$ cat src/sv/idpa_pkg.sv
// Shared types, constants and helpers for the id pool allocator.
package idpa_pkg;

  localparam int MAX_ENTRIES = 1024;
  localparam int ID_W        = $clog2(MAX_ENTRIES + 1);
  localparam int SLOT_W      = $clog2(MAX_ENTRIES);
  localparam int CNT_W       = $clog2(MAX_ENTRIES + 1);
  localparam int CMD_W       = 2;
  localparam int STATUS_W    = 2;
  localparam int QUEUE_DEPTH = 2;

  localparam logic [CMD_W-1:0] CMD_ALLOC = 2'd0;
  localparam logic [CMD_W-1:0] CMD_FREE  = 2'd1;
  localparam logic [CMD_W-1:0] CMD_QUERY = 2'd2;

  typedef enum logic [STATUS_W-1:0] {
    ST_OK   = 2'd0,
    ST_FULL = 2'd1,
    ST_BAD  = 2'd2
  } status_e;

  typedef enum logic [1:0] {
    OP_ALLOC  = 2'd0,
    OP_FREE   = 2'd1,
    OP_QUERY  = 2'd2,
    OP_REJECT = 2'd3
  } op_e;

  typedef struct packed {
    op_e               op;
    logic [ID_W-1:0]   id;
    logic [SLOT_W-1:0] slot;
  } idpa_cmd_t;

  function automatic logic [SLOT_W-1:0] ring_next(input logic [SLOT_W-1:0] p);
    return (p == SLOT_W'(MAX_ENTRIES - 1)) ? '0 : SLOT_W'(p + SLOT_W'(1));
  endfunction

endpackage

$ cat src/sv/idpa_front.sv
// Command intake: range check and decode of each beat, then a short command queue.
module idpa_front (
  input  logic                         clk_i,
  input  logic                         rst_ni,
  input  logic                         in_valid_i,
  output logic                         in_stall_o,
  input  logic [idpa_pkg::CMD_W-1:0]   command_i,
  input  logic [idpa_pkg::ID_W-1:0]    entry_id_i,
  output logic                         q_valid_o,
  output idpa_pkg::idpa_cmd_t          q_entry_o,
  input  logic                         q_pop_i
);
  import idpa_pkg::*;

  localparam int PTR_W = (QUEUE_DEPTH > 1) ? $clog2(QUEUE_DEPTH) : 1;
  localparam int QCNT_W = $clog2(QUEUE_DEPTH + 1);

  idpa_cmd_t         entry_q [QUEUE_DEPTH];
  logic [PTR_W-1:0]  wr_ptr_q, wr_ptr_d, rd_ptr_q, rd_ptr_d;
  logic [QCNT_W-1:0] cnt_q, cnt_d;
  idpa_cmd_t         cls;
  logic              id_ok, push, pop;

  assign id_ok = (entry_id_i != '0) && (entry_id_i <= ID_W'(MAX_ENTRIES));

  always_comb begin
    cls.id   = entry_id_i;
    cls.slot = SLOT_W'(entry_id_i - ID_W'(1));
    unique case (command_i)
      CMD_ALLOC: cls.op = OP_ALLOC;
      CMD_FREE:  cls.op = id_ok ? OP_FREE : OP_REJECT;
      CMD_QUERY: cls.op = id_ok ? OP_QUERY : OP_REJECT;
      default:   cls.op = OP_REJECT;
    endcase
  end

  assign in_stall_o = (cnt_q == QCNT_W'(QUEUE_DEPTH));
  assign push       = in_valid_i && !in_stall_o;
  assign pop        = q_pop_i && (cnt_q != '0);
  assign q_valid_o  = (cnt_q != '0);
  assign q_entry_o  = entry_q[rd_ptr_q];

  always_comb begin
    wr_ptr_d = wr_ptr_q;
    rd_ptr_d = rd_ptr_q;
    cnt_d    = cnt_q;
    if (push) begin
      wr_ptr_d = (wr_ptr_q == PTR_W'(QUEUE_DEPTH - 1)) ? '0 : PTR_W'(wr_ptr_q + PTR_W'(1));
    end
    if (pop) begin
      rd_ptr_d = (rd_ptr_q == PTR_W'(QUEUE_DEPTH - 1)) ? '0 : PTR_W'(rd_ptr_q + PTR_W'(1));
    end
    if (push && !pop) begin
      cnt_d = QCNT_W'(cnt_q + QCNT_W'(1));
    end else if (pop && !push) begin
      cnt_d = QCNT_W'(cnt_q - QCNT_W'(1));
    end
  end

  always_ff @(posedge clk_i or negedge rst_ni) begin
    if (!rst_ni) begin
      wr_ptr_q <= '0;
      rd_ptr_q <= '0;
      cnt_q    <= '0;
    end else begin
      wr_ptr_q <= wr_ptr_d;
      rd_ptr_q <= rd_ptr_d;
      cnt_q    <= cnt_d;
    end
  end

  always_ff @(posedge clk_i) begin
    if (push) begin
      entry_q[wr_ptr_q] <= cls;
    end
  end

endmodule

$ cat config.mk
export PLATFORM = sky130hd
export DESIGN_NAME = idpa_front
export DESIGN_NICKNAME = d
export VERILOG_FILES = /design/src/sv/idpa_pkg.sv /design/src/sv/idpa_front.sv
export SDC_FILE = /design/constraint.sdc
export NUM_CORES = 1
export LEC_CHECK = 0
export BUFFER_PORTS_ARGS = -buffer_cell sky130_fd_sc_hd__clkbuf_2
export CAP_MARGIN = 20
export CORE_MARGIN = 1
export CORE_UTILIZATION = 39
export DETAILED_ROUTE_END_ITERATION = 10
export PLACE_DENSITY = 0.62
export SETUP_SLACK_MARGIN = 0.1
export SLEW_MARGIN = 20
export SYNTH_ARGS = -nofsm -noshare
export SYNTH_HDL_FRONTEND = slang
export SYNTH_SLANG_ARGS = --single-unit
$ cat constraint.sdc
create_clock -name clk_i -period 3.4 [get_ports clk_i]
set_clock_uncertainty 0.2 [all_clocks]
set_input_delay 0.17 -clock clk_i [delete_from_list [all_inputs] [get_ports clk_i]]
set_output_delay 0.17 -clock clk_i [all_outputs]
set_load 0.005 [all_outputs]
==> flow_summary.toml <==
[global_route]
use_met2_pct = 24.5
grt_max_degree = 25
gr-usage-all-layers_pct = 13.6
grt_pass1_wl_mm = 5.99
grt-busiest-layer = "met2"
grt_pass1_vias = 1287
antenna_found_initial = 0
met1_usage_pct = 15.2
gr-total-overflow = 0
grt_use_met3_pct = 3.73

[synthesis]
yosysMostFrequentCell = "edfxtp_1"
synth-seq-cells = 50
ys_seq_area_share_pct = 69.5
ys_warn_count = 0
async_flop_share_pct = 8.00
yosysTopAreaCellShare_pct = 64.8
post_synth.cell_area_avg_sq_um = 16.6
synth_area_sq_mm = 0.00213
synthTopCellsByArea = "edfxtp_1 65%, mux2_2 12%, dfrtp_1 4.7%"
ys.flop_type = "edfxtp_1"
synth-edff-count = 46
yosysTopAreaCell = "edfxtp_1"
synth_common_cells = "46 x edfxtp_1, 23 x mux2_2, 9 x xnor2_1"
ys_types = 24
syn-instance-count = 128
syn_nets = 148

[floorplan]
core_sq_mm = 0.00517
die_x_um = 75.9
die_h_um = 75.9
num_io_pins = 42
num_rows = 26
die_area_sq_mm = 0.00576
initial_utilization_pct = 41.2

[finish]
syn_to_final_growth_pct = 25.0
drive_gt1_share_pct = 41.8
antennaDiodeCount = 0
nNetsFinal = 208
fin_cells = 259

[cts]
cts_tree = "done"
cts_buffers = 5
clk_pin_slew_worst_paths_ns = 0.08
clockBufferDepth = 2
h-tree-depth = 2
cts_sinks = 50
ctsResizeCount = 0
cts-root-buf = "clkbuf_8"
cts_setup_buffers = 0
insertion_delay_ns = 0.29

[route]
vias_per_cell = 4.81
final_antenna_net_count = 0
detail_route.wl_per_cell_um = 14.2
via_count = 1245
drtPass1Iterations = 4
drcViolationCount = 0
wl_mm = 3.68
drt_iter0_drc = 50

[power]
ir_drop_v = 0.000442
finalPower_mw = 1.89
p_per_area_mw_per_mm2 = 708
leakage_nw = 1.01

[worst_setup_path]
reg2reg_depth = 7
critPathRequiredTime_ns = 3.03
crit_slowest_cell = "dfrtp_1"
crit_fanout = 24
path_cells = "mux2_2, clkbuf_2"
r2r_end = "cnt_q[1]$_DFFE_PN0P_"
cp.arrival_ns = 1.86
critPathKind = "flip-flop to primary output"
cpPeakStageDelay_ns = 1.02
timing.rr.start = "cnt_q[0]$_DFFE_PN0P_"
rrSetupSlack_ns = 1.67
start_kind = "flip-flop"
endpoint_kind = "primary output"

[run_status]
status = "completed"

[timing]
finalSetupViolCount = 0
fin_crit_ns = 2.23
drv_slew = 0
slew_headroom_pct = 31.8
fin_hold_ws_ns = 0.0149
rsz0062_at_grt = "false"
tns_ns = 0
tightest_slew_ns = 1.02
period_share_pct = 65.7
fmax_mhz = 448
finalHoldViolations = 0

[placement]
gp_congestion = 0.723
placed_cells = 237
portBuffers = 41
dp_hpwl_mm = 2.45

[job]
maxCapViolCount = 0

[worst_hold_path]
hold_path.class = "input pin to asynchronous set/reset pin"
[layout make-up]
| type | instances | area (sq um) |
|---|---|---|
| fill | 437 | 2510 |
| sequential | 50 | 1480 |
| timing repair buffer | 56 | 353 |
| inverter | 5 | 18.8 |
| multi-input combinational | 70 | 614 |
| clock inverter | 3 | 40.0 |
| tap | 70 | 87.6 |
| clock buffer | 5 | 68.8 |
[stage by stage]
step | cell area, sq um | worst slack (ns) | utilization, %
after floorplan | 2130 | 1.19 | -
after global placement | 2410 | 1.40 | 46.7
after detailed placement | 2410 | 1.29 | 46.7
after CTS | 2660 | 1.10 | 51.5
after global routing | 2660 | 1.05 | 51.5
final | 2660 | 1.17 | 51.5
[worst max-delay path by stage]
| stage | endpoint | start | slack [ns] | depth (start not counted) |
|---|---|---|---|---|
| 2_1_floorplan | entry_q[0][0]$_DFFE_PP_ | cnt_q[0]$_DFFE_PN0P_ | 1.19 | 3 |
| 3_3_place_gp | entry_q[1][7]$_DFFE_PP_ | cnt_q[0]$_DFFE_PN0P_ | 1.40 | 2 |
| 3_5_place_dp | entry_q[1][11]$_DFFE_PP_ | cnt_q[0]$_DFFE_PN0P_ | 1.29 | 2 |
| 4_1_cts | q_entry_o[0] | rd_ptr_q$_DFFE_PN0P_ | 1.10 | 2 |
| 5_1_grt | q_entry_o[5] | rd_ptr_q$_DFFE_PN0P_ | 1.05 | 2 |
| 6_report | q_entry_o[5] | rd_ptr_q$_DFFE_PN0P_ | 1.17 | 2 |
[critical path: cells and delay by family, from the launching register on]
family	cells	cell delay, ns
buffers and inverters	1	0.11
multiplexers	1	0.42
flip-flops	1	1.02
[sequential cells by signal, indices dropped and copies added (netlist names)]
signal	count
cnt_q	2
entry_q	46
rd_ptr_q	1
wr_ptr_q	1
[cell families (layout without fill, tap and decap cells)]
logic type                 count (synthesis)  count (layout)  synth area share, %
xor gates and xnor gates                  13              13                 5.34
DFF                                       50              50                 69.5
adders and majority gates                  3               3                 1.76
muxes                                     23              23                 12.2
buffers and inverters                      8              69                 1.82
and+or+nand+nor                           27              27                 8.10
AOI/OAI and AO/OA                          4               4                 1.29
[repair_timing]
action | in CTS | in global routing
hold buffers | 14 | 0
endpoints found under the setup margin | 0 | 0
endpoints found under the hold margin | 28 | 0
[cell usage in the layout (no fill, tap or decap), types with 2 or more instances in the layout]
cell type / Yosys / routed
nand2b_1: 2 / 2
xor2_1: 4 / 4
clkinv_2: 0 / 2
clkbuf_2: 0 / 41
nand2_1: 6 / 6
clkbuf_8: 0 / 5
o211ai_1: 2 / 2
mux2_2: 23 / 23
xnor2_1: 9 / 9
inv_1: 5 / 5
nor4bb_1: 2 / 2
nor2_1: 5 / 4
ha_1: 3 / 3
edfxtp_1: 46 / 46
a31oi_1: 2 / 2
dlygate4sd3_1: 0 / 14
dfrtp_1: 4 / 4
nand3_1: 4 / 4
[power breakdown]
group          switching, mW  total, mW  internal [mW]
registers             0.0966      0.943          0.847
logic                  0.241      0.536          0.295
clock network          0.189      0.405          0.217
total                  0.527       1.89           1.36
[routing by layer]
metal / wire, um / vias up
met5: 0 / -
met4: 61 / 0
met3: 124 / 5
met2: 1890 / 29
met1: 1600 / 615
li1: - / 596
Note: power is estimated with default switching activity, not from simulation.
